`src/rtl/tcw_pkg.sv`:
```
// ----------------------------------------------------------------------------
// tcw_pkg
// Shared constants, command codes and types of the text console writer.
// ----------------------------------------------------------------------------
package tcw_pkg;

  localparam int COLUMNS     = 80;
  localparam int ROWS        = 25;
  localparam int CELLS       = COLUMNS * ROWS;
  localparam int SCROLL_END  = (ROWS - 1) * COLUMNS;
  localparam int ADDR_W      = $clog2(CELLS);
  localparam int COL_W       = $clog2(COLUMNS);
  localparam int ROW_W       = $clog2(ROWS);
  localparam int QUEUE_DEPTH = 2;

  localparam logic [1:0] FUNC_PUT   = 2'd0;
  localparam logic [1:0] FUNC_READ  = 2'd1;
  localparam logic [1:0] FUNC_CLEAR = 2'd2;

  localparam logic [7:0]  CH_NEWLINE   = 8'd10;
  localparam logic [7:0]  CH_BACKSPACE = 8'd8;
  localparam logic [7:0]  CH_SPACE     = 8'h20;
  localparam logic [7:0]  BLANK_ATTR   = 8'h0F;
  localparam logic [15:0] BLANK_CELL   = {BLANK_ATTR, CH_SPACE};

  typedef enum logic [2:0] {
    OP_PUT,
    OP_NEWLINE,
    OP_BACKSPACE,
    OP_READ,
    OP_CLEAR,
    OP_NOP
  } op_t;

  typedef struct packed {
    op_t               op;
    logic [7:0]        char_code;
    logic              idx_ok;
    logic [ADDR_W-1:0] addr;
  } cmd_t;

  typedef struct packed {
    logic full;
    logic empty;
  } q_stat_t;

  typedef struct packed {
    logic pop;
    logic init_busy;
  } back_stat_t;

  typedef struct packed {
    logic        done;
    logic [6:0]  col;
    logic [4:0]  row;
    logic [10:0] pos;
    logic [15:0] cell_val;
    logic        scrolled;
  } res_t;

  function automatic logic [ADDR_W-1:0] cell_addr(input logic [ROW_W-1:0] row,
                                                  input logic [COL_W-1:0] col);
    cell_addr = ADDR_W'(row * COLUMNS) + ADDR_W'(col);
  endfunction

endpackage

```
`src/rtl/tcw_front.sv`:
```
// ----------------------------------------------------------------------------
// tcw_front
// Accepts commands and classifies them into queue entries.
// ----------------------------------------------------------------------------
module tcw_front (
  input  logic                 start,
  input  logic [1:0]           func,
  input  logic [7:0]           char_code,
  input  logic [10:0]          cell_index,
  input  tcw_pkg::q_stat_t     q_stat,
  input  tcw_pkg::back_stat_t  back_stat,
  output logic                 busy,
  output logic                 push,
  output tcw_pkg::cmd_t        push_cmd
);
  import tcw_pkg::*;

  assign busy = q_stat.full || back_stat.init_busy;
  assign push = start && !busy;

  always_comb begin
    push_cmd.char_code = char_code;
    push_cmd.idx_ok    = (32'(cell_index) < 32'(CELLS));
    push_cmd.addr      = ADDR_W'(cell_index);
    unique case (func)
      FUNC_PUT: begin
        if (char_code == CH_NEWLINE) begin
          push_cmd.op = OP_NEWLINE;
        end else if (char_code == CH_BACKSPACE) begin
          push_cmd.op = OP_BACKSPACE;
        end else begin
          push_cmd.op = OP_PUT;
        end
      end
      FUNC_READ:  push_cmd.op = OP_READ;
      FUNC_CLEAR: push_cmd.op = OP_CLEAR;
      default:    push_cmd.op = OP_NOP;
    endcase
  end

endmodule

```
`config.mk`:
```
export PLATFORM = sky130hd
export DESIGN_NAME = tcw_front
export DESIGN_NICKNAME = d
export VERILOG_FILES = /design/src/rtl/tcw_pkg.sv /design/src/rtl/tcw_front.sv
export SDC_FILE = /design/constraint.sdc
export NUM_CORES = 1
export LEC_CHECK = 0
export ABC_AREA = 0
export ABC_CLOCK_PERIOD_IN_PS = 800
export BUFFER_PORTS_ARGS = -buffer_cell sky130_fd_sc_hd__buf_4
export CORE_AREA = 3 3 40 42
export DETAILED_ROUTE_END_ITERATION = 6
export DIE_AREA = 0 0 43 45
export PLACE_DENSITY_LB_ADDON = 0.08
export SLEW_MARGIN = 20
export SYNTH_ARGS = -nofsm -noshare
export SYNTH_HDL_FRONTEND = slang
export SYNTH_SLANG_ARGS = --single-unit
```
`constraint.sdc`:
```
create_clock -name vclk -period 0.8
set_input_delay 0.04 -clock vclk [all_inputs]
set_output_delay 0.04 -clock vclk [all_outputs]
set_load 0.03 [all_outputs]
```
After elaboration in Yosys (flattened, before gate mapping)

Index checks and enable logic that the tools add are counted.

Bits in registers: 0
Input bits: 26
Output and inout port bits: 25
Word-level logic and storage cells: 12

Magnitude comparators: 1
Equality and inequality tests: 4
Muxes and demuxes: 3
Reduce and logical (&&, ||, !) cells: 4

Operators by type and width:

| kind                                                            | number |
|---|---|
| 8-bit by 4-bit == test with 1-bit output, second input constant | 2 |
| 11-bit < comparator, second input constant                      | 1 |
| 3-bit case mux with 3 select lines                              | 1 |
| 2-bit two-way mux                                               | 2 |
| 2-bit by 1-bit == test with 1-bit output, second input constant | 1 |
| 2-bit == test, second input constant                            | 1 |
| 2-bit zero test                                                 | 1 |
| 1-bit logical AND                                               | 1 |
| 1-bit zero test                                                 | 1 |
| 1-bit logical OR                                                | 1 |

Longest topological paths before layout

Gate-level depths: netlist (run 1).

Word-level depth: 4
Gate-level depth with buffers: 2
Depth with buffers taken out: 2

Least setup slack after synthesis (run 1)

No wires, ideal clock.

Kind: in2out
From: in back_stat[0] in the netlist's numbering
To: out push
Data arrival time: 858 ps
Data required time: 760 ps
Slack: -98 ps
Stages: 2
Path buffers: 0
Cell sequence: or2_2 -> nor2_1

Cells in the longest elaborated chain, start to end: 3

RTL lines:

| element           | line            | RTL |
|---|---|---|
| from (decl)       | tcw_front.sv:11 | `input tcw_pkg::back_stat_t back_stat,` |
| 1-bit logical OR  | tcw_front.sv:18 | `assign busy = q_stat.full \|\| back_stat.init_busy;` |
| 1-bit zero test   | tcw_front.sv:19 | `assign push = start && !busy;` |
| 1-bit logical AND | tcw_front.sv:19 |  |
| to (decl)         | tcw_front.sv:13 | `output logic push,` |

No other way between the ends.

==> flow_summary.yaml, run 1 <==
outcome:
  run_status: "completed"
floorplanning:
  fp.dieH_um: 45
  std_cell_rows: 13
  io-pin-count: 51
  floorplan.initialDensity_pct: 17.92
  core_region_area_um2: 1285
  fp.dieArea_um2: 1935
  dieWidth_um: 43
setup_path:
  critical_path.n_buffers_inverters: 2
  worst-setup-path-type: "input pin to output pin"
  data_arrival_time_of_the_critical_path_ns: 0.76
  critical_path.slowest_cell: "sky130_fd_sc_hd__nor4b_4"
  slowest_stage_delay_cp_ns: 0.28
  worstPathCellList: "buf_6 > nor4b_4 > a32o_2 > buf_6"
  critical_path.endpoint: "push_cmd[21]"
  cpMostUsedCell: "sky130_fd_sc_hd__buf_6"
  cp_num_cells: 4
  timing.critical_path.max_delay_family: "simple AND/OR/NAND/NOR gates"
  cp_data_required_time_ns: 0.76
  cp_max_fo: 2
  startpoint: "char_code[2]"
  critical_path_start_type: "input pin"
  end_kind: "output pin"
sta:
  timing.max_slew.rel_slack_pct: 85.51
  setup_tns_ns: 0
  part_of_the_cycle_the_worst_path_needs_pct: 99.65
  setup_viol_count_final: 0
  finalHoldViolations: 0
  maxClockFrequency_ghz: 1.254
  slew_violations: 0
  final_period_minus_worst_setup_slack_ns: 0.7972
  worstMarginPinSlew_ns: 0.2157
  grt_setup_unrepaired: "true"
yosys:
  synth_fp_nets: 57
  synth-compound-area-share_pct: 12.50
  netlist.top_cell.by_area: "sky130_fd_sc_hd__buf_4"
  ys.warnings.count: 0
  cell_count_after_synthesis: 31
  synth_top_family_by_area: "buffers and inverters"
  syn_avg_cell_area_um2: 7.426
  synth_xor_xnor_area_share_pct: 0
  synth_sequential_area_ratio_pct: 0
  synth_area_um2: 230.2
  synth_top_cells_by_count: "sky130_fd_sc_hd__buf_4 (19), sky130_fd_sc_hd__inv_1 (3)"
  yosys-top-cells-area: "sky130_fd_sc_hd__buf_4 (62%), sky130_fd_sc_hd__nor4b_2 (6.5%), sky130_fd_sc_hd__nor4_2 (5.4%)"
  synth.lib_cells_used.distinct: 11
  synth-adder-area-share_pct: 0
  synthDominantCellAreaShare_pct: 61.96
  yosys-mux-area-fraction_pct: 0
  post_synth_and_or_nand_nor_area_fraction_pct: 19.02
  most_used_standard_cell_by_instance_count_after_synthesis: "sky130_fd_sc_hd__buf_4"
global_route:
  grt.overflow.total: 0
  grt_first_pass_wirelength_um: 952
  grt_pass1_vias: 224
  antenna_found_initial: 0
  grt_max_degree: 4
  grt_usage_pct: 5.887
worst_hold_path:
  timing.hold.worst.class: "input pin to output pin"
layout:
  layout.area.seq_um2: 0
  antenna-diode-count: 0
  clkbuf_count: 0
  nets: 81
  seq_cell_count: 0
  post-route-cell-area_um2: 467.9
  proportion_of_layout_cells_with_a_drive_suffix_above_1_pct: 90.57
  area_growth_syn_to_layout_pct: 103.3
routing:
  dr_total_vias: 252
  route.detailed.drc: 0
  finalWirelength_um: 693
  detail-route-antenna-nets: 0
  first_iter_violations: 1
  routed_wire_length_per_instance_um: 10.19
  firstDrtPassIters: 2
  routed_via_density: 3.706
pwr:
  power_density_nw_per_um2: 703.6
  vdd_drop_max_uv: 231.1
  power.leakage_uw: 0.0002581
flow_run:
  max-cap-violations: 0
clocking:
  post-cts-setup-buffer-count: 0
placement:
  buffer_ports.inserted: 41
  post_dp_cell_area_um2: 420.4
  finalWeightedCongestion: 0.5935
## per-layer routing
metal	GRT usage, %	part of all wire, %	up-vias
met2	13.77	67	14
met5	0	0	-
li1	-	-	127
met3	0.3984	9.8	0
met4	0.6024	0	0
met1	5.476	23	111
## where the power goes
part	total, uW	internal [uW]	switching, uW
clock	0	0	0
combinational	329	159	170
sequential	0	0	0
total	329	159	170
## timing repair
action	4_1_cts	5_1_grt
pin swaps	3	2
resized for setup	8	2
hold buffers	0	0
setup endpoints to repair	2	2
## through the flow
step | cells | utilization, % | hold WS [ns] | worst slack (ns) | power, uW
6_report | 68 | 36.42 | 0.08001 | 0.002785 | 329.3
3_3_place_gp | 68 | 32.72 | 0.08035 | -0.09511 | 310.1
4_1_cts | 68 | 35.83 | 0.08035 | -0.005551 | 329.2
2_1_floorplan | 31 | - | 0.2019 | 0.03434 | 228.0
5_1_grt | 68 | 36.42 | 0.08005 | -0.03639 | 346.2
3_5_place_dp | 68 | 32.72 | 0.08035 | -0.07754 | 307.3
## worst min-delay path by stage
| stage | start | end | slack, ns | depth (start not counted) |
|---|---|---|---|---|
| 6_report | cell_index[0] | push_cmd[0] | 0.08 | 0 |
| 5_1_grt | cell_index[2] | push_cmd[2] | 0.08 | 0 |
| 4_1_cts | cell_index[0] | push_cmd[0] | 0.08 | 0 |
| 3_5_place_dp | cell_index[0] | push_cmd[0] | 0.08 | 0 |
| 3_3_place_gp | cell_index[0] | push_cmd[0] | 0.08 | 0 |
| 2_1_floorplan | start | push | 0.20 | 2 |
## logic make-up after synthesis
logic type | count (synthesis)
buf+inv | 23
simple gates | 5
compound gates | 3
## cells in the final DEF (no fill, tap or decap), drive strengths merged
cell type and count:
buf 42, inv 3, nor4 1, nor4b 1, a31o 1, a32o 1
or2 1, nor2 1, and3 1, o2111ai 1
## area by class of cell
class	count	area [um^2]
Inverter	3	11.26
Tap cell	15	18.77
Multi-Input combinational cell	8	92.59
Fill cell	140	817.0
Timing Repair Buffer	42	345.3
Note: power is estimated with default switching activity, not from simulation.
==> inputs of run 2 (changes only) <==
--- a/config.mk
+++ b/config.mk
@@ -6,7 +6,7 @@
 export NUM_CORES = 1
 export LEC_CHECK = 0
 export ABC_AREA = 0
-export ABC_CLOCK_PERIOD_IN_PS = 800
+export ABC_CLOCK_PERIOD_IN_PS = 1000
 export BUFFER_PORTS_ARGS = -buffer_cell sky130_fd_sc_hd__buf_4
 export CORE_AREA = 3 3 40 42
 export DETAILED_ROUTE_END_ITERATION = 6
==> constraint.sdc (replaced) <==
create_clock -name vclk -period 1
set_input_delay 0.05 -clock vclk [all_inputs]
set_output_delay 0.05 -clock vclk [all_outputs]
set_load 0.03 [all_outputs]
==> run 2 against run 1 <==
Net effect:
- first-iteration DRC count increased by 100%
- sequential share of layout area unchanged
- global-route usage increased by 1.3 points
- via count increased by 4.4%
- count of clock-buffer cells in the layout unchanged
- power decreased by 27%
- largest power group unchanged
- highest routed layer is now met4
==> flow_summary.yaml, run 2 (same netlist as run 1, synthesis figures left out) <==
outcome:
  run_status: "completed"
sta:
  setup_tns_ns: 0
  grt_setup_unrepaired: "false"
  part_of_the_cycle_the_worst_path_needs_pct: 89.54
  finalHoldViolations: 0
  setup_viol_count_final: 0
  final_period_minus_worst_setup_slack_ns: 0.8954
  maxClockFrequency_ghz: 1.117
  timing.max_slew.rel_slack_pct: 82.35
  worstMarginPinSlew_ns: 0.2626
  slew_violations: 0
pwr:
  power.leakage_uw: 0.0002367
  power_density_nw_per_um2: 586.6
  power_share_of_the_combinational_group_pct: 100.0
  power.sequential.fraction_pct: 0
  share_clk_of_total_power_pct: 0
  net-switching-power_uw: 129.6
  internal_power_uw: 111.2
  design_power_total_uw: 240.7
  vdd_drop_max_uv: 150.5
  switching_share_pct: 53.83
global_route:
  grt_usage_pct: 7.214
  antenna_found_initial: 0
  grt_pass1_vias: 258
  grt_max_degree: 4
  grt_first_pass_wirelength_mm: 1.138
  grt.overflow.total: 0
routing:
  finalWirelength_um: 745
  routed_wire_length_per_instance_um: 11.12
  dr_total_vias: 263
  detail-route-antenna-nets: 0
  first_iter_violations: 2
  routed_via_density: 3.925
  firstDrtPassIters: 4
  route.detailed.drc: 0
worst_hold_path:
  worstHoldPathCells: 0
  timing.hold.worst.class: "input pin to output pin"
  timing.hold.worst.start: "cell_index[0]"
  worstHoldEndpoint: "push_cmd[0]"
floorplanning:
  io-pin-count: 51
  fp.dieH_um: 45
  std_cell_rows: 13
  floorplan.initialDensity_pct: 17.92
  core_region_area_um2: 1285
  dieWidth_um: 43
  fp.dieArea_um2: 1935
layout:
  multiInputGateArea_um2: 72.57
  nets: 80
  antenna-diode-count: 0
  area_growth_syn_to_layout_pct: 78.26
  n_fill_cell: 141
  proportion_of_layout_cells_with_a_drive_suffix_above_1_pct: 88.46
  layout.cells.most_common: "sky130_fd_sc_hd__buf_4"
  layout_common_cells: "sky130_fd_sc_hd__buf_4 (41), sky130_fd_sc_hd__inv_1 (3)"
  layout.area.seq_um2: 0
  clkbuf_count: 0
  final-instance-count-excl-fill: 67
  post-route-cell-area_um2: 410.4
  seq_cell_count: 0
setup_path:
  end_kind: "output pin"
  cpMostUsedCell: "sky130_fd_sc_hd__buf_4"
  slowest_stage_delay_cp_ns: 0.31
  cp_max_fo: 3
  worst-setup-path-type: "input pin to output pin"
  critical_path_start_type: "input pin"
  cp_data_required_time_ns: 0.95
  critical_path.slowest_cell: "sky130_fd_sc_hd__nor4b_2"
  worstPathCellList: "buf_4 > nor4b_2 > a32o_2 > buf_4"
  data_arrival_time_of_the_critical_path_ns: 0.85
placement:
  buffer_ports.inserted: 41
  dpl.cell_count: 67
  post_dp_cell_area_um2: 410.4
  finalWeightedCongestion: 0.6246
  post-dp-hpwl_um: 701.7
flow_run:
  max-cap-violations: 0
clocking:
  cts-hold-fix-buffers: 0
  post-cts-setup-buffer-count: 0
  post_cts.resized_instances: 0
-- run 2: layer usage --
metal  track usage, %  vias to the layer above  share of wire (%)
li1                 -                      125                  -
met1            7.381                      119                 24
met2            15.57                       13                 63
met3           0.3984                        6                 11
met4            1.807                        0                1.6
met5                0                        -                  0
-- run 2: stage by stage --
| stage | util (%) | hold WS, ns | setup slack (ns) |
|---|---|---|---|
| after global placement | 31.94 | 0.1004 | 0.09953 |
| after detailed placement | 31.94 | 0.1004 | 0.09109 |
| after CTS | 31.94 | 0.1004 | 0.09107 |
| final | 31.94 | 0.1000 | 0.1046 |
| after floorplan | - | 0.2317 | 0.08183 |
| after global routing | 31.94 | 0.1001 | 0.04235 |
-- run 2: worst max path at each step --
stage,cells past startpoint,end,startpoint
after floorplan,2,push,back_stat[0]
after global placement,4,push_cmd[21],char_code[5]
after detailed placement,4,push_cmd[21],char_code[5]
after CTS,4,push_cmd[21],char_code[5]
after global routing,4,push_cmd[21],func[1]
final,4,push_cmd[21],func[1]
-- run 2: area by class of cell --
cell class,count,area share [%]
Inverter,3,2.744
Multi-Input combinational cell,8,17.68
Tap cell,15,4.573
Timing Repair Buffer,41,75.00
-- run 2: worst max-delay path, delay by kind of cell --
kind            cells  cell delay (ns)
compound gates      1             0.21
buf+inv             2             0.27
simple gates        1             0.31
-- run 2: power by group through the flow --
stage / Combinational, uW / Sequential [uW] / Clock, uW
after global placement: 240 / 0 / 0
final: 241 / 0 / 0
after floorplan: 181 / 0 / 0
after global routing: 255 / 0 / 0
after detailed placement: 243 / 0 / 0
after CTS: 243 / 0 / 0
