### config.mk
export PLATFORM = sky130hd
export DESIGN_NAME = tcw_queue
export DESIGN_NICKNAME = d
export VERILOG_FILES = /design/src/rtl/tcw_pkg.sv /design/src/rtl/tcw_queue.sv
export SDC_FILE = /design/constraint.sdc
export NUM_CORES = 1
export LEC_CHECK = 0
export BUFFER_PORTS_ARGS = -buffer_cell sky130_fd_sc_hd__buf_2
export CAP_MARGIN = 10
export CORE_MARGIN = 8
export CORE_UTILIZATION = 45
export DETAILED_ROUTE_END_ITERATION = 7
export GPL_ROUTABILITY_DRIVEN = 0
export PLACE_DENSITY_LB_ADDON = 0.3
export SETUP_SLACK_MARGIN = 0.1
export SKIP_CTS_REPAIR_TIMING = 1
export SLEW_MARGIN = 20
export SYNTH_ARGS = -nofsm -noshare
export SYNTH_HDL_FRONTEND = slang
export SYNTH_SLANG_ARGS = --single-unit
### constraint.sdc
create_clock -name clk -period 6 [get_ports clk]
set_input_delay 1.2 -clock clk [delete_from_list [all_inputs] [get_ports clk]]
set_output_delay 1.2 -clock clk [all_outputs]
set_load 0.03 [all_outputs]
### src/rtl/tcw_pkg.sv
// ----------------------------------------------------------------------------
// tcw_pkg
// Shared constants, command codes and types of the text console writer.
// ----------------------------------------------------------------------------
package tcw_pkg;

  localparam int COLUMNS     = 80;
  localparam int ROWS        = 25;
  localparam int CELLS       = COLUMNS * ROWS;
  localparam int SCROLL_END  = (ROWS - 1) * COLUMNS;
  localparam int ADDR_W      = $clog2(CELLS);
  localparam int COL_W       = $clog2(COLUMNS);
  localparam int ROW_W       = $clog2(ROWS);
  localparam int QUEUE_DEPTH = 2;

  localparam logic [1:0] FUNC_PUT   = 2'd0;
  localparam logic [1:0] FUNC_READ  = 2'd1;
  localparam logic [1:0] FUNC_CLEAR = 2'd2;

  localparam logic [7:0]  CH_NEWLINE   = 8'd10;
  localparam logic [7:0]  CH_BACKSPACE = 8'd8;
  localparam logic [7:0]  CH_SPACE     = 8'h20;
  localparam logic [7:0]  BLANK_ATTR   = 8'h0F;
  localparam logic [15:0] BLANK_CELL   = {BLANK_ATTR, CH_SPACE};

  typedef enum logic [2:0] {
    OP_PUT,
    OP_NEWLINE,
    OP_BACKSPACE,
    OP_READ,
    OP_CLEAR,
    OP_NOP
  } op_t;

  typedef struct packed {
    op_t               op;
    logic [7:0]        char_code;
    logic              idx_ok;
    logic [ADDR_W-1:0] addr;
  } cmd_t;

  typedef struct packed {
    logic full;
    logic empty;
  } q_stat_t;

  typedef struct packed {
    logic pop;
    logic init_busy;
  } back_stat_t;

  typedef struct packed {
    logic        done;
    logic [6:0]  col;
    logic [4:0]  row;
    logic [10:0] pos;
    logic [15:0] cell_val;
    logic        scrolled;
  } res_t;

  function automatic logic [ADDR_W-1:0] cell_addr(input logic [ROW_W-1:0] row,
                                                  input logic [COL_W-1:0] col);
    cell_addr = ADDR_W'(row * COLUMNS) + ADDR_W'(col);
  endfunction

endpackage

### src/rtl/tcw_queue.sv
// ----------------------------------------------------------------------------
// tcw_queue
// Short command queue between the front classifier and the back engine.
// ----------------------------------------------------------------------------
module tcw_queue (
  input  logic           clk,
  input  logic           rst,
  input  logic           push,
  input  tcw_pkg::cmd_t  push_cmd,
  input  logic           pop,
  output tcw_pkg::cmd_t  head,
  output tcw_pkg::q_stat_t stat
);
  import tcw_pkg::*;

  localparam int PTR_W = (QUEUE_DEPTH > 1) ? $clog2(QUEUE_DEPTH) : 1;
  localparam int CNT_W = $clog2(QUEUE_DEPTH + 1);

  cmd_t             entry [QUEUE_DEPTH];
  logic [PTR_W-1:0] wr_ptr;
  logic [PTR_W-1:0] rd_ptr;
  logic [CNT_W-1:0] count;

  assign head       = entry[rd_ptr];
  assign stat.full  = (count == CNT_W'(QUEUE_DEPTH));
  assign stat.empty = (count == '0);

  always_ff @(posedge clk) begin
    if (rst) begin
      wr_ptr <= '0;
      rd_ptr <= '0;
      count  <= '0;
    end else begin
      if (push) begin
        entry[wr_ptr] <= push_cmd;
        wr_ptr <= (wr_ptr == PTR_W'(QUEUE_DEPTH - 1)) ? '0 : wr_ptr + 1'b1;
      end
      if (pop) begin
        rd_ptr <= (rd_ptr == PTR_W'(QUEUE_DEPTH - 1)) ? '0 : rd_ptr + 1'b1;
      end
      if (push && !pop) begin
        count <= count + 1'b1;
      end else if (pop && !push) begin
        count <= count - 1'b1;
      end
    end
  end

endmodule

# ---- Word-level counts from Yosys, hierarchy flattened
# Memory sizes are Yosys's and may differ from the RTL's. A register that Yosys moved wholly into a read port is not among the register bits.
# Cells that the tools add are included.
dict set report word_totals {
  register_bits 4
  ramBits 46
  inputBits 27
  out_inout_bits 25
  wordCells 24
  memories 1
}
# name depth width rd rd_clocked_by_memory_dff write_ports line_no
set mem_list {}
lappend mem_list {entry 2 23 1 1 1 tcw_queue.sv:19} ;# cmd_t entry [QUEUE_DEPTH];
dict set report op_classes {
  addsub 4
  eq_ne 1
  muxes 9
  reduce_logical 6
}
# op count
set op_table {}
lappend op_table {{1-bit 2-to-1 mux} 7}
lappend op_table {{2-bit 2-to-1 mux} 2}
lappend op_table {{1-bit adder, second input constant} 2}
lappend op_table {{2-bit by 1-bit adder with 2-bit output, second input constant} 1}
lappend op_table {{2-bit equality test, second input constant} 1}
lappend op_table {{1-bit logical AND} 2}
lappend op_table {{1-bit zero test} 2}
lappend op_table {{2-bit zero test} 1}
lappend op_table {{2-bit nonzero test} 1}
lappend op_table {{2-bit by 1-bit subtractor with 2-bit output, second input constant} 1}

# ---- Depth between registers and ports, before layout
# Gate-level depths: netlist of run 1.
dict set report depth {
  depth_word 4
  depth_mapped 5
  mapped_depth_nobuf 5
}

# ---- Least setup slack after synthesis of run 1
# OpenSTA, ideal clock, no wires.
dict set report synth_timing {
  path_kind {input port to flip-flop}
  start {input port rst}
  end {memory entry[0][0] in the netlist's numbering, enable pin}
  setup_time_ns 0.437
  arrival_ns 2.937
  t_required_ns 5.563
  setup_slack_ns 2.626
  cell_stages 1
  path_buffers 0
  path_cell_list {nor3b_1}
}
dict set report synth_via {
  elab_chain_len 2
}
# item line_no
set synth_rtl {}
lappend synth_rtl {{start, declared} tcw_queue.sv:7} ;# input logic rst,
lappend synth_rtl {{1-bit 2-to-1 mux} tcw_queue.sv:29} ;# if (rst) begin
lappend synth_rtl {{1-bit 2-to-1 mux (not written as such)} tcw_queue.sv:35} ;# entry[wr_ptr] <= push_cmd;
lappend synth_rtl {{end, declared} tcw_queue.sv:19}
# Every way passes these cells.

==> run metrics, run 1 <==
Post-Synthesis Cells 93; Skew-Pair Late Insertion Delay 0.29 ns; CTS Buffer Depth 2; Area after DPL 2180 um^2; RSZ-0062 raised after global routing false; WP data required 4.80 ns; DP HPWL 2290 um; FP Rows 23; worst setup path category flip-flop to output port; reg2reg setup slack 4.31 ns; filler instances 325; die span in x 80.4 um; Finished Layout Cells 201; setup violators final 0; Post-Route Setup TNS 0 ns; Syn. warnings 0; clock root cell clkbuf_8; final instance area 2290 um^2; first-pass GRT wire length 4820 um; TritonCTS clock tree done; Post-Syn Area 1870 um^2; routed wire length 3190 um; Die H 80.4 um; synth top area cells edfxtp_1 (74%), mux2_2 (14%), dfxtp_1 (5.4%), nor2_1 (1.0%), xnor2_1 (0.94%); Clock H-tree levels 2; PortBufs 51; clock-pin slew on the worst setup and hold paths 0.08 ns; detailed-route wire length per cell 15.9 um; pin count of the biggest net entering global routing 24; grt total ovfl 0; Startpoint Class flip-flop; critical path endpoint category output port; nets 178; status finished clean; core region area 4000 um^2; DR DRC count 0; Pleak 0.870 nW; Max Slew Vio Count 0; routed vias 963; antenna violations before repair 0; critical path arrival 1.91 ns; Max-Slew Margin vs Limit 31.3%; FF+latch count, synth 51; worst reg2reg startpoint wr_ptr; Hold WC Path Type flip-flop to flip-flop; CTS Buf Count 5; Fmax 321 MHz; layout cells sized above 1 56.3%; period utilization 51.9%; Initial Utilization 46.7%; DR iter-0 viols 15; DRT Pass-1 Iters 2; Via density 4.79; Final Hold Vio Count 0; Syn Nets 121; crit-path max FO 23; Peak VDD IR 0.162 mV; area share of the largest cell type after synthesis 74.0%; post-route antenna net violation count 0; HP Start count[1]; DP Cell Count 193; synthesized area per cell 20.1 um^2; leading area contributor after synthesis edfxtp_1; Worst Clk Skew 0.00201 ns; CTS Sinks 51; max cap viols 0; Syn-to-layout area delta 22.7%; PwrDens 320 nW/um^2; Synth cell types 15; vias in the first global route 1074; sequential share of the synthesized area 79.4%; min cycle time layout 3.11 ns; GRT Util Overall 9.76%; # diodes 0; measured slew at the worst slew-check pin 1.03 ns; # IOs 52; total power draw 734 uW; die area 6470 um^2
metrics by stage:
| stage | hold WS, ns | util, % | worst slack [ns] |
|---|---|---|---|
| 4_1_cts | 0.516 | 57.2 | 2.83 |
| 3_3_place_gp | 0.478 | 54.6 | 3.20 |
| 5_1_grt | 0.526 | 57.3 | 2.75 |
| 6_report | 0.508 | 57.3 | 2.89 |
| 2_1_floorplan | 0.461 | - | 2.63 |
| 3_5_place_dp | 0.500 | 54.6 | 3.15 |
Yosys cell counts:
cell / count
o21ai_0: 1
and2b_2: 1
inv_1: 1
xnor2_1: 2
and3b_1: 1
buf_4: 2
edfxtp_1: 46
or3_1: 1
dfxtp_1: 5
nor3b_1: 1
nor2_1: 5
a21oi_1: 1
ha_1: 1
xor2_1: 2
mux2_2: 23
final timing paths:
path / to / cells past startpoint
hold reg to reg: count[1] / 2
setup reg to reg: entry[0][21] / 2
setup / recovery: head[3] / 2
hold / removal: count[1] / 2
state kept, by name, summed over array words and instances (netlist names), named ones only:
signal and count:
entry 46, rd_ptr 1, wr_ptr 1, count 2
layout by cell type, fill, tap and decap left out:
| master | Yosys | layout |
|---|---|---|
| buf_2 | 0 | 51 |
| edfxtp_1 | 46 | 46 |
| mux2_2 | 23 | 23 |
| nor2_1 | 5 | 5 |
| dfxtp_1 | 5 | 5 |
| clkbuf_8 | 0 | 5 |
| xor2_1 | 2 | 2 |
| xnor2_1 | 2 | 2 |
| inv_1 | 1 | 1 |
| and2b_2 | 1 | 1 |
| and3b_2 | 0 | 1 |
| nor3b_2 | 0 | 1 |
| o21ai_0 | 1 | 1 |
| or3_1 | 1 | 1 |
| a21oi_1 | 1 | 1 |
| ha_1 | 1 | 1 |
| bufinv_16 | 0 | 1 |
| clkinv_1 | 0 | 1 |
| clkinv_2 | 0 | 1 |
| buf_4 | 2 | 1 |
worst max-delay path, cell delays in order, from the launching register on:
cell	delay (ns)
dfxtp_1	1.01
mux2_2	0.43
buf_2	0.18
per-layer routing:
metal,vias to the layer above,track usage (%),routed length [um]
li1,468,-,-
met1,469,9.05,1220
met2,24,18.8,1790
met3,2,4.02,174
met4,0,2.73,6
met5,-,0,0
final cells by class:
class	count	area (um^2)	share of cell area (%)
inverters	1	3.75	0.164
clock buffers	5	68.8	3.00
clock inverters	3	38.8	1.69
multi-input cells	39	373	16.3
well taps	50	62.6	2.73
flip-flops and latches	51	1480	64.7
repair buffers	52	263	11.5
power breakdown:
group	internal (mW)	total (mW)	switching, mW
combinational	0.0382	0.0968	0.0586
sequential	0.404	0.416	0.0114
clock	0.122	0.222	0.0996
cell families (layout without fill, tap and decap cells):
logic type | Yosys count | count (layout) | synth area share [%]
xor gates and xnor gates | 4 | 4 | 1.88
adders and majority gates | 1 | 1 | 0.670
buffers and inverters | 3 | 61 | 1.00
and+or+nand+nor | 9 | 9 | 2.68
DFF | 51 | 51 | 79.4
muxes | 23 | 23 | 13.9
AOI/OAI and AO/OA | 2 | 2 | 0.536
(Power assumes the default switching activity.)
==> run 2, diff against run 1 <==
- clock period: 6 -> 2.98 ns (I/O delays scaled with it)
==> run 2 against run 1 <==
Net effect:
- first-iteration DRC count rose to 3.3 times the previous value
- sequential cell count unchanged
- worst setup slack worse by 2.2 ns
- non-clock buffer count up 2
- sequential power up 100%
- via count up 2.1%
- combinational power up 110%
- design area down 0.44%
- critical path type unchanged
- critical endpoint is now head[21]
==> run metrics, run 2 (same netlist as run 1, synthesis figures left out) <==
clock-pin slew on the worst setup and hold paths 0.09 ns (about the same); first-pass GRT wire length 5310 um (+10%); Worst Clk Skew 0.00476 ns (+0.00275 ns); WP data required 2.38 ns (-2.42 ns); pin count of the biggest net entering global routing 24 (unchanged); worst setup path category flip-flop to output port; critical path arrival 1.75 ns (-0.16 ns); Clock H-tree levels 2 (unchanged); die area 6470 um^2 (unchanged); worst reg2reg startpoint wr_ptr; critical path endpoint category output port; CTS Buf Count 5 (unchanged); Fmax 427 MHz; Top Registers entry x46, count x2; Startpoint Class flip-flop; Skew-Pair Late Insertion Delay 0.30 ns (about the same); Max Slew Vio Count 0 (unchanged); antenna violations before repair 0 (unchanged); Critical Path Max Stage Delay 0.60 ns (-0.41 ns); reg2reg setup slack 1.47 ns (-2.84 ns); total power draw 1.41 mW (+92%); PortBufs 51 (unchanged); Via density 4.84 (+1.1%); max FFs per register 46 (unchanged); post-route antenna net violation count 0 (unchanged); DRT Pass-1 Iters 2 (unchanged); fin worst setup slack 0.638 ns (-2.25 ns); period utilization 78.6%; DR iter-0 viols 49 (+34); Crit. path cell count 3 (+1); Worst path slowest cell dfxtp_1; vias in the first global route 1127 (+4.9%); Pleak 0.864 nW (-0.61%); Hold EP entry[1][8]; core region area 4000 um^2 (unchanged); max cap viols 0 (unchanged); # diodes 0 (unchanged); CTS Sinks 51 (unchanged); Initial Utilization 46.7% (unchanged); Max-Slew Margin vs Limit 66.5% (+35 points); PwrDens 616 nW/um^2 (+92%); # IOs 52 (unchanged); nets 180 (+1.1%); min cycle time layout 2.34 ns; die span in x 80.4 um (unchanged); Post-Route Setup TNS 0 ns (unchanged); Area after DPL 2200 um^2 (+0.69%); Peak VDD IR 0.394 mV (+140%); DR DRC count 0 (unchanged); filler instances 342 (+5.2%); worst r2r dst entry[1][2]; HP Start push_cmd[8]; TritonCTS clock tree done; Hold WC Path Type primary input to flip-flop; crit-path max FO 13 (-43%); CP top delay family flip-flops; routed wire length 3350 um (+5.1%); Hold Crit Depth 1 (-1); Final Hold Vio Count 0 (unchanged); setup violators final 0 (unchanged); Syn-to-layout area delta 22.2%; GRT Util Overall 11.0% (+1.3 points); CTS Buffer Depth 2 (unchanged); commonest non-fill, non-tap cell in the layout buf_2; Finished Layout Cells 203 (+1.0%); routed vias 983 (+2.1%); RSZ-0062 raised after global routing false; measured slew at the worst slew-check pin 0.502 ns (-0.527 ns); pre-CTS WS 0.911 ns (-2.24 ns); Buf/Inv on CP 2 (+1); clock root cell clkbuf_8; final instance area 2280 um^2 (-0.44%); worst-path cell chain buf_4 -> mux2_2 -> buf_2; FP Rows 23 (unchanged); grt total ovfl 0 (unchanged); Worst R2R Path Depth 2 (unchanged); most frequent cells in the layout buf_2 (51), edfxtp_1 (46), mux2_2 (23); status finished clean; Die H 80.4 um (unchanged); DP Cell Count 195 (+1.0%); DP HPWL 2470 um (+7.8%); Biggest register entry; layout cells sized above 1 55.6% (-0.74 points); detailed-route wire length per cell 16.5 um (+4.0%)
[run 2: cell types whose count changed in the layout (fill, tap and decap cells not counted), sizes merged]
cell / before / now
clkinvlp: 0 / 1
buf: 52 / 54
bufinv: 1 / 0
[run 2: worst max path at each step]
stage	end	slack, ns	from
after floorplan	entry[0][0]	0.21	rst
after global placement	head[21]	0.95	flip-flop
after detailed placement	head[21]	0.91	flip-flop
after CTS	head[21]	0.58	flip-flop
after global routing	head[14]	0.53	flip-flop
final	head[21]	0.64	flip-flop
[run 2: per-layer routing]
layer,up-vias,GRT usage [%],routed length (um)
met2,25,19.5,1840
li1,471,-,-
met1,482,10.9,1230
met4,0,4.36,40
met3,5,5.13,239
met5,-,0,0
[run 2: through the flow]
step / util (%) / hold WS [ns]
2_1_floorplan: - / 0.461
3_3_place_gp: 54.9 / 0.476
3_5_place_dp: 54.9 / 0.527
4_1_cts: 57.0 / 0.472
5_1_grt: 57.0 / 0.465
6_report: 57.0 / 0.481
[run 2: cell type report]
| type | count | area, um^2 | area share (%) |
|---|---|---|---|
| Sequential cell | 51 | 1480 | 64.9 |
| Multi-Input combinational cell | 39 | 372 | 16.3 |
| Timing Repair Buffer | 54 | 278 | 12.2 |
| Clock buffer | 5 | 68.8 | 3.02 |
| Tap cell | 50 | 62.6 | 2.74 |
| Clock inverter | 3 | 15.0 | 0.658 |
| Inverter | 1 | 3.75 | 0.165 |
[run 2: report_power, final]
part / internal [mW] / switching (mW)
sequential: 0.814 / 0.0167
clock: 0.160 / 0.211
combinational: 0.0786 / 0.126
[run 2: worst reg2reg max path: stages, from the launching register on]
cell,delay [ns]
dfxtp_1,0.38
and3b_1,0.50
buf_4,0.32
